`config.mk`:
```
export PLATFORM = sky130hd
export DESIGN_NAME = pcpd_front_flat
export DESIGN_NICKNAME = d
export VERILOG_FILES = /design/src/pcpd_pkg.sv /design/src/pcpd_if.sv /design/src/pcpd_front.sv /design/src/flat_wrapper.sv
export SDC_FILE = /design/constraint.sdc
export NUM_CORES = 1
export LEC_CHECK = 0
export BUFFER_PORTS_ARGS = -buffer_cell sky130_fd_sc_hd__buf_4
export CELL_PAD_IN_SITES_DETAIL_PLACEMENT = 1
export CELL_PAD_IN_SITES_GLOBAL_PLACEMENT = 1
export CORE_MARGIN = 2
export CORE_UTILIZATION = 44
export CTS_BUF_LIST = sky130_fd_sc_hd__clkbuf_2
export CTS_CLUSTER_SIZE = 40
export DETAILED_ROUTE_END_ITERATION = 8
export GPL_TIMING_DRIVEN = 0
export HOLD_SLACK_MARGIN = 0.02
export PLACE_DENSITY = 0.81
export RECOVER_POWER = 100
export SLEW_MARGIN = 40
export SYNTH_ARGS = -nofsm -noshare
export SYNTH_HDL_FRONTEND = slang
export SYNTH_SLANG_ARGS = --single-unit
```
`constraint.sdc`:
```
create_clock -name clk -period 3.4 [get_ports clk]
set_input_delay 0.17 -clock clk [delete_from_list [all_inputs] [get_ports clk]]
set_output_delay 0.17 -clock clk [all_outputs]
set_load 0.05 [all_outputs]
```
`src/pcpd_pkg.sv`:
```
// Shared types and constants for the parity-checked prefix code decoder.
// Depends on nothing; every other file of the block uses it.
`default_nettype none

package pcpd_pkg;

  // Field widths
  localparam int GROUP_W   = 9;
  localparam int DATA_BITS = 8;
  localparam int CODE_W    = 11;
  localparam int LEN_W     = 4;
  localparam int SYM_W     = 8;
  localparam int CNT_W     = 16;

  // Code store geometry: index is the sentinel-prefixed code word
  localparam int STORE_DEPTH = 4096;
  localparam int ADDR_W      = 12;
  localparam int STORE_LEN   = 11;

  // One entry of the front-to-back queue
  typedef struct packed {
    logic                 is_table;
    logic [ADDR_W-1:0]    addr;
    logic [SYM_W-1:0]     sym;
    logic [DATA_BITS-1:0] data;
  } q_entry_t;

  // Back-end control returned to the front end
  typedef struct packed {
    logic pop;
    logic clearing;
  } back_ctrl_t;

  // One result before its last flag is known
  typedef struct packed {
    logic [SYM_W-1:0] symbol;
    logic             code_error;
    logic             limit_reached;
  } result_t;

  typedef enum logic [1:0] {
    ST_CLEAR,
    ST_IDLE,
    ST_BITS,
    ST_FLUSH
  } back_state_t;

endpackage

`default_nettype wire

```
`src/pcpd_if.sv`:
```
// Valid/ready channel interfaces for requests into and results out of the decoder.
// Depends on pcpd_pkg for field widths.
`default_nettype none

interface pcpd_in_if;
  logic                          valid;
  logic                          ready;
  logic                          kind;
  logic [pcpd_pkg::GROUP_W-1:0]  group_bits;
  logic [pcpd_pkg::CODE_W-1:0]   code_bits;
  logic [pcpd_pkg::LEN_W-1:0]    code_length;
  logic [pcpd_pkg::SYM_W-1:0]    symbol_value;

  modport source (output valid, kind, group_bits, code_bits, code_length, symbol_value,
                  input ready);
  modport sink   (input valid, kind, group_bits, code_bits, code_length, symbol_value,
                  output ready);
endinterface


`default_nettype wire

```
`src/pcpd_front.sv`:
```
// Front end: accepts requests, checks parity and table entries, queues the survivors.
// Depends on pcpd_pkg and pcpd_in_if.
`default_nettype none

module pcpd_front #(
  parameter int MAX_CODE_LEN = 11
) (
  input  logic                 clk,
  input  logic                 rst,
  pcpd_in_if.sink              in,
  output pcpd_pkg::q_entry_t   head,
  output logic                 head_valid,
  input  pcpd_pkg::back_ctrl_t ctrl
);
  import pcpd_pkg::*;

  localparam int Q_DEPTH = 2;
  localparam logic [LEN_W-1:0] MAX_L   = LEN_W'(MAX_CODE_LEN);
  localparam logic [LEN_W-1:0] STORE_L = LEN_W'(STORE_LEN);

  q_entry_t          queue [Q_DEPTH];
  logic              wptr;
  logic              rptr;
  logic [1:0]        fill;
  logic              full;
  logic              accept;
  logic              keep;
  logic              parity_ok;
  logic              len_ok;
  logic [CODE_W-1:0] code_mask;
  logic [ADDR_W-1:0] table_addr;
  q_entry_t          entry;

  // Classification of the incoming request
  always_comb begin
    parity_ok  = ^in.group_bits;
    len_ok     = (in.code_length != '0) && (in.code_length <= STORE_L) &&
                 (in.code_length <= MAX_L);
    code_mask  = CODE_W'((ADDR_W'(1) << in.code_length) - ADDR_W'(1));
    table_addr = (ADDR_W'(1) << in.code_length) | {1'b0, in.code_bits & code_mask};
    keep       = in.kind ? parity_ok : len_ok;
    entry.is_table = !in.kind;
    entry.addr     = table_addr;
    entry.sym      = in.symbol_value;
    entry.data     = in.group_bits[GROUP_W-1:1];
  end

  assign full     = (fill == 2'(Q_DEPTH));
  assign in.ready = !full && !ctrl.clearing;
  assign accept   = in.valid && in.ready;

  assign head       = queue[rptr];
  assign head_valid = (fill != 2'd0);

  // Queue payload
  always_ff @(posedge clk) begin
    if (accept && keep) begin
      queue[wptr] <= entry;
    end
  end

  // Queue pointers
  always_ff @(posedge clk) begin
    if (rst) begin
      wptr <= 1'b0;
      rptr <= 1'b0;
      fill <= 2'd0;
    end else begin
      if (accept && keep) wptr <= !wptr;
      if (ctrl.pop) rptr <= !rptr;
      unique case ({accept && keep, ctrl.pop})
        2'b10:   fill <= fill + 2'd1;
        2'b01:   fill <= fill - 2'd1;
        default: fill <= fill;
      endcase
    end
  end

endmodule

`default_nettype wire

```
`src/flat_wrapper.sv`:
```
// flat-port wrapper written by rule: the top's interface ports become plain ports
module pcpd_front_flat import pcpd_pkg::*;
#(
  parameter int MAX_CODE_LEN = 11
)
  (clk, rst, head, head_valid, ctrl, in_valid, in_kind, in_group_bits, in_code_bits, in_code_length, in_symbol_value, in_ready);
  pcpd_in_if in_i ();
  input  logic clk;
  input  logic rst;
  output pcpd_pkg::q_entry_t head;
  output logic head_valid;
  input  pcpd_pkg::back_ctrl_t ctrl;
  input wire logic [$bits(in_i.valid)-1:0] in_valid;
  input wire logic [$bits(in_i.kind)-1:0] in_kind;
  input wire logic [$bits(in_i.group_bits)-1:0] in_group_bits;
  input wire logic [$bits(in_i.code_bits)-1:0] in_code_bits;
  input wire logic [$bits(in_i.code_length)-1:0] in_code_length;
  input wire logic [$bits(in_i.symbol_value)-1:0] in_symbol_value;
  output wire logic [$bits(in_i.ready)-1:0] in_ready;
  assign in_i.valid = in_valid;
  assign in_i.kind = in_kind;
  assign in_i.group_bits = in_group_bits;
  assign in_i.code_bits = in_code_bits;
  assign in_i.code_length = in_code_length;
  assign in_i.symbol_value = in_symbol_value;
  assign in_ready = in_i.ready;
  pcpd_front #(.MAX_CODE_LEN(MAX_CODE_LEN)) u_core (.clk(clk), .rst(rst), .in(in_i), .head(head), .head_valid(head_valid), .ctrl(ctrl));
endmodule
```
Word level (Yosys, flattened, before mapping)
Memories as Yosys holds them, arrays and structs flattened. A register that Yosys moved wholly into a read port is not among the register bits. Index checks and enable logic that the tools add are counted.

Add/sub/neg operators: 3. Multipliers: 0. Div/mod/pow operators: 0. Order comparisons: 1. Equal/unequal tests: 3. Shift operators: 1. Mux-type cells: 6. Bitwise logic cells: 2. Reduce and logical (&&, ||, !) cells: 14.

Operators with widths (count): $or A12 B11 Y12 (1); $shl A1 B4 Y12 const A (1); $and A11 B11 Y11 (1); $sub A11 B2 Y11 const B (1); $reduce_xor A9 Y1 (1); $logic_and A1 B1 Y1 (5); $logic_not A1 Y1 (5); $mux W1 (5); $eq A2 B2 Y1 const B (2); $le A4 B4 Y1 const B (1); $pmux W2 S2 (1); $reduce_bool A2 Y1 (2); $reduce_bool A4 Y1 (1); $add A2 B1 Y2 const B (1); $eq A2 B1 Y1 const B (1); $sub A2 B1 Y2 const B (1).

Register bits: 4. Bits in latches: 0. Memory bits (writable): 58. ROM bits: 0. Output and inout bits: 31. Word-level logic and storage cells: 34. Memories kept: 1.

Memory list: u_core.queue (words 2, width 29, read ports 1, clocked after Yosys merged registers in 1, wr ports 1, line pcpd_front.sv:21) `q_entry_t queue [Q_DEPTH];`.

Depth between registers and ports, before layout
Depth after elaboration: 7. Gate-level depth with buffers: 10. Gate-level depth less buffers: 9.

Worst setup path after synthesis
No wires, ideal clock.

Kind: flip-flop to flip-flop. Start: register u_core.fill[0]. End: memory u_core.queue[0][0] (netlist bit) (enable). Setup time: 0.415 ns. Arrival time: 2.959 ns. Slack: 0.026 ns. Stages on the path, launching flop included: 7. Path buffers: 0. Cells stage by stage: dfxtp_1 -> inv_1 -> a21oi_1 -> nand2_1 -> a211oi_2 -> inv_1 -> nor2_1.

Word-level cells in the longest chain between the ends: 7.

Ends and longest elaborated chain: from (decl) (line pcpd_front.sv:24) `logic [1:0] fill;`; from (signal assigned) (line pcpd_front.sv:72) `2'b10: fill <= fill + 2'd1;`; from (signal assigned) (line pcpd_front.sv:73) `2'b01: fill <= fill - 2'd1;`; from (signal assigned) (line pcpd_front.sv:74) `default: fill <= fill;`; $eq A2 B2 Y1 (line pcpd_front.sv:48) `assign full = (fill == 2'(Q_DEPTH));`; $logic_not A1 Y1 (line pcpd_front.sv:49) `assign in.ready = !full && !ctrl.clearing;`; $logic_and A1 B1 Y1 (line pcpd_front.sv:49); via in_ready (line flat_wrapper.sv:19) `output wire logic [$bits(in_i.ready)-1:0] in_ready;`; $logic_and A1 B1 Y1 (line pcpd_front.sv:50) `assign accept = in.valid && in.ready;`; $logic_and A1 B1 Y1 (line pcpd_front.sv:57) `if (accept && keep) begin`; $mux W1 (line pcpd_front.sv:57); $mux W1 (implied by the code) (line pcpd_front.sv:58) `queue[wptr] <= entry;`; to (decl) (line pcpd_front.sv:21).

The timed path passes the listed nets, and every way through them passes these cells.

==> results.md <==
* VDD IR max at 0.312 mV
* Worst endpoint required time at 3.23 ns
* Share of cells above drive strength 1 at 0.272
* Post-Syn Area at 0.00264 sq mm
* Post-synth ARST share at 0
* Chip Width at about 81 microns
* Switching pwr at ~560 uW
* Post-Synth Adder-Cell Area at 0.00947
* CTS buffer count at 9
* Gr usage total at 0.193
* Mapped Nets at 210
* Crit Reg-Reg Endpoint: u_core.queue[0][14]
* Post-synthesis mux area share at 0.129
* Syn Inst Count at 170
* Min Hold Slack at ~0.073 ns
* Critical R2R Launch: u_core.fill[0]
* Status: completed
* Power share of the clock group at 0.214
* Crit end category: output pin
* Worst Setup EP: head[16]
* Number of flops mapped to enable cells by yosys at 58
* Static leakage at 1.21 nW
* I/O Pins at 69
* Met1 Wirelength at 2460 microns
* Largest family of logic cells by synthesized area: multiplexers
* Final nets at 314
* Crit Path Class: flop to output pin
* GRT Residual Overflow at 0
* CTS tree: built
* Post-CTS setup buffer count at 0
* DR WL met2 at roughly 3100 microns
* CP max FO at 10
* DR WL/cell at 16.9 microns
* DRT antenna net count at 0
* Row cnt at 28
* IO buf count at between 60 and 70
* CTS sink cnt at 63
* Max-Cap Viols at 0
* Post-Synth XOR/XNOR Area at 0.0388
* Core Area at slightly below 0.006 sq mm
* Largest net degree at the start of global routing at 30
* Via count at around 1.8k
* Met3 Routed Length at 274 microns
* Register area share after synthesis at 0.697
* Number of unique standard cell types used by synthesis at 32
* Post-CTS sizing at 0
* DR pass1 iterations at 6
* Yosys warning total at 0
* DRT iter0 DRCs at 61
* Seq pwr share at 0.536
* Gpl congestion at 0.804
* Reg2Reg Depth at 7
* Die Area at 0.00664 sq mm
* Compound-Gate Fraction of Synth Area at 0.0464
* First-pass GRT wire length at 9110 microns
* Synth Area in Simple Gates at 0.0597
* Clock Tree Root: clkbuf_2
* Clk slew on worst S/H paths at between 0.15 and 0.2 ns
* Reg2Reg Setup Slack at 1.19 ns
* Fin crit period at 2.74 ns
* Worst-Margin Slew at 0.716 ns
* Fmax at 365 MHz
* Final HPWL DP at 3820 microns
* Syn-to-layout area delta at 30.8%
* Comb pwr share at 0.250
* Clock Path Buffers at 2
* Worst clock skew at 0.0159 ns
* Power density over cell area at around 490 mW/mm^2
* Number of global-route vias before repair at 1,865
* Internal power at 1.14 mW
* Flops & latches, synth at 63
* Htree depth at 3
* Vias per cell at 5.03
* Post-route DRC at 0
* Pwr Total at 1.70 mW
* Initial Utilization at 0.451
* Period utilisation layout at 0.805
* Final Hold Viols at 0
* Top_reg_cell synth: edfxtp_1
* Final setup fails at 0
* Arr. time, crit path at around 2.6 ns
* Hold buffer count at cts at 26
* Fin. max-slew vios at 0
* Syn avg cell area at approximately 16 sq um
* Die Y at between 80 and 90 microns
* Sw Ratio at 0.332
* Initial antenna violation count at 1
* Drt total wl at 5990 microns
* Worst Hold Class: input port to flop
* Slew HR at 0.523
* Max layer used: met4
* Startpoint types: flop
* RSZ-0062 raised after global routing: no
* Clock latency on the worst-skew pair at between 0.4 and 0.5 ns
## cell type report
cell class,instances,area [sq um]
fill,614,2390
inverter,5,18.8
clock inverter,6,37.5
timing repair buffer,93,629
multi-input combinational,94,752
antenna,1,2.50
clock buffer,10,50.0
tap,75,93.8
buffer,8,30.0
sequential,63,1840
## flip-flops by register name, indices dropped and copies added, names as in the netlist, named ones only
| signal | flops |
|---|---|
| u_core.fill | 2 |
| u_core.queue | 58 |
| u_core.rptr | 1 |
| u_core.wptr | 1 |
## critical path, stage by stage, from the launching register on
cell and delay, ns:
dfxtp_1 0.37, clkbuf_1 0.48, clkbuf_1 0.49, mux2_2 0.25
clkbuf_1 0.50
## worst min path at each step
stage | endpoint | startpoint | cells after the start | slack, ns
6_report | u_core.queue[1][20] | in_code_bits[4] | 3 | 0.07
3_5_place_dp | u_core.queue[0][14] | in_symbol_value[6] | 1 | 0.36
2_1_floorplan | u_core.fill[1] | rst | 1 | 0.24
4_1_cts | u_core.queue[1][20] | in_code_bits[4] | 3 | 0.03
5_1_grt | u_core.queue[0][17] | in_code_bits[1] | 3 | 0.07
3_3_place_gp | u_core.queue[1][14] | in_symbol_value[6] | 1 | 0.35
## per-layer routing
metal / track usage / vias up
met3: 0.0527 / 16
met4: 0.0898 / 0
met5: 0 / -
met1: 0.226 / 881
li1: - / 843
met2: 0.328 / 47
## placed cells by master (no fill, tap or decap), drive strengths merged, types with 2 or more instances in the layout
cell         instances
nand3                3
clkbuf              67
or2                  2
clkinvlp             3
xor2                 3
inv                  5
a22o                 2
nor2                12
a21oi                3
nor2b                2
buf                 18
edfxtp              58
dfxtp                5
clkinv               3
mux2                30
nor3                 2
dlygate4sd3         26
o21ai                8
xnor2                6
nand2                6
ha                   2
or3                  2
## power groups by stage
stage / Sequential (mW) / Combinational, mW / Clock [mW]
global placement: 0.929 / 0.426 / 0
CTS: 0.913 / 0.470 / 0.377
floorplan: 0.925 / 0.296 / 0
finish: 0.912 / 0.425 / 0.364
detailed placement: 0.930 / 0.443 / 0
global route: 0.917 / 0.452 / 0.413
## cells by family (layout without fill, tap and decap cells)
group / count (synthesis) / in the layout
flip-flops: 63 / 63
XOR/XNOR: 10 / 10
other: 0 / 1
buffers and inverters: 13 / 122
adder cells (fa/ha/maj): 2 / 2
multiplexers: 30 / 30
AND/OR/NAND/NOR: 33 / 33
AO/OA/AOI/OAI: 19 / 19
## Yosys cell counts, types with 2 or more instances
master / count / area [sq um]
clkbuf_1: 6 / 22.5
o21ai_0: 8 / 40.0
nand3_1: 3 / 15.0
mux2_2: 29 / 327
xnor2_1: 6 / 52.6
nor2_1: 12 / 45.0
edfxtp_1: 58 / 1740
or2_2: 2 / 12.5
xor2_1: 3 / 26.3
a21oi_1: 3 / 15.0
inv_1: 5 / 18.8
nand2_1: 6 / 22.5
or3_1: 2 / 12.5
dfxtp_1: 5 / 100
nor3_1: 2 / 10.0
ha_1: 2 / 25.0
nor2b_1: 2 / 12.5
a22o_1: 2 / 17.5
## through the flow
| stage | setup WS, ns | TNS (ns) | instance area (sq um) | cells | utilization |
|---|---|---|---|---|---|
| floorplan | 0.0260 | 0 | 2640 | 170 | - |
| global placement | -0.415 | -11.99 | 3230 | 311 | 0.552 |
| detailed placement | 0.911 | 0 | 3270 | 312 | 0.558 |
| CTS | 0.865 | 0 | 3610 | 354 | 0.618 |
| global route | 0.438 | 0 | 3460 | 355 | 0.591 |
| finish | 0.662 | 0 | 3460 | 355 | 0.591 |
(Power assumes the default switching activity.)
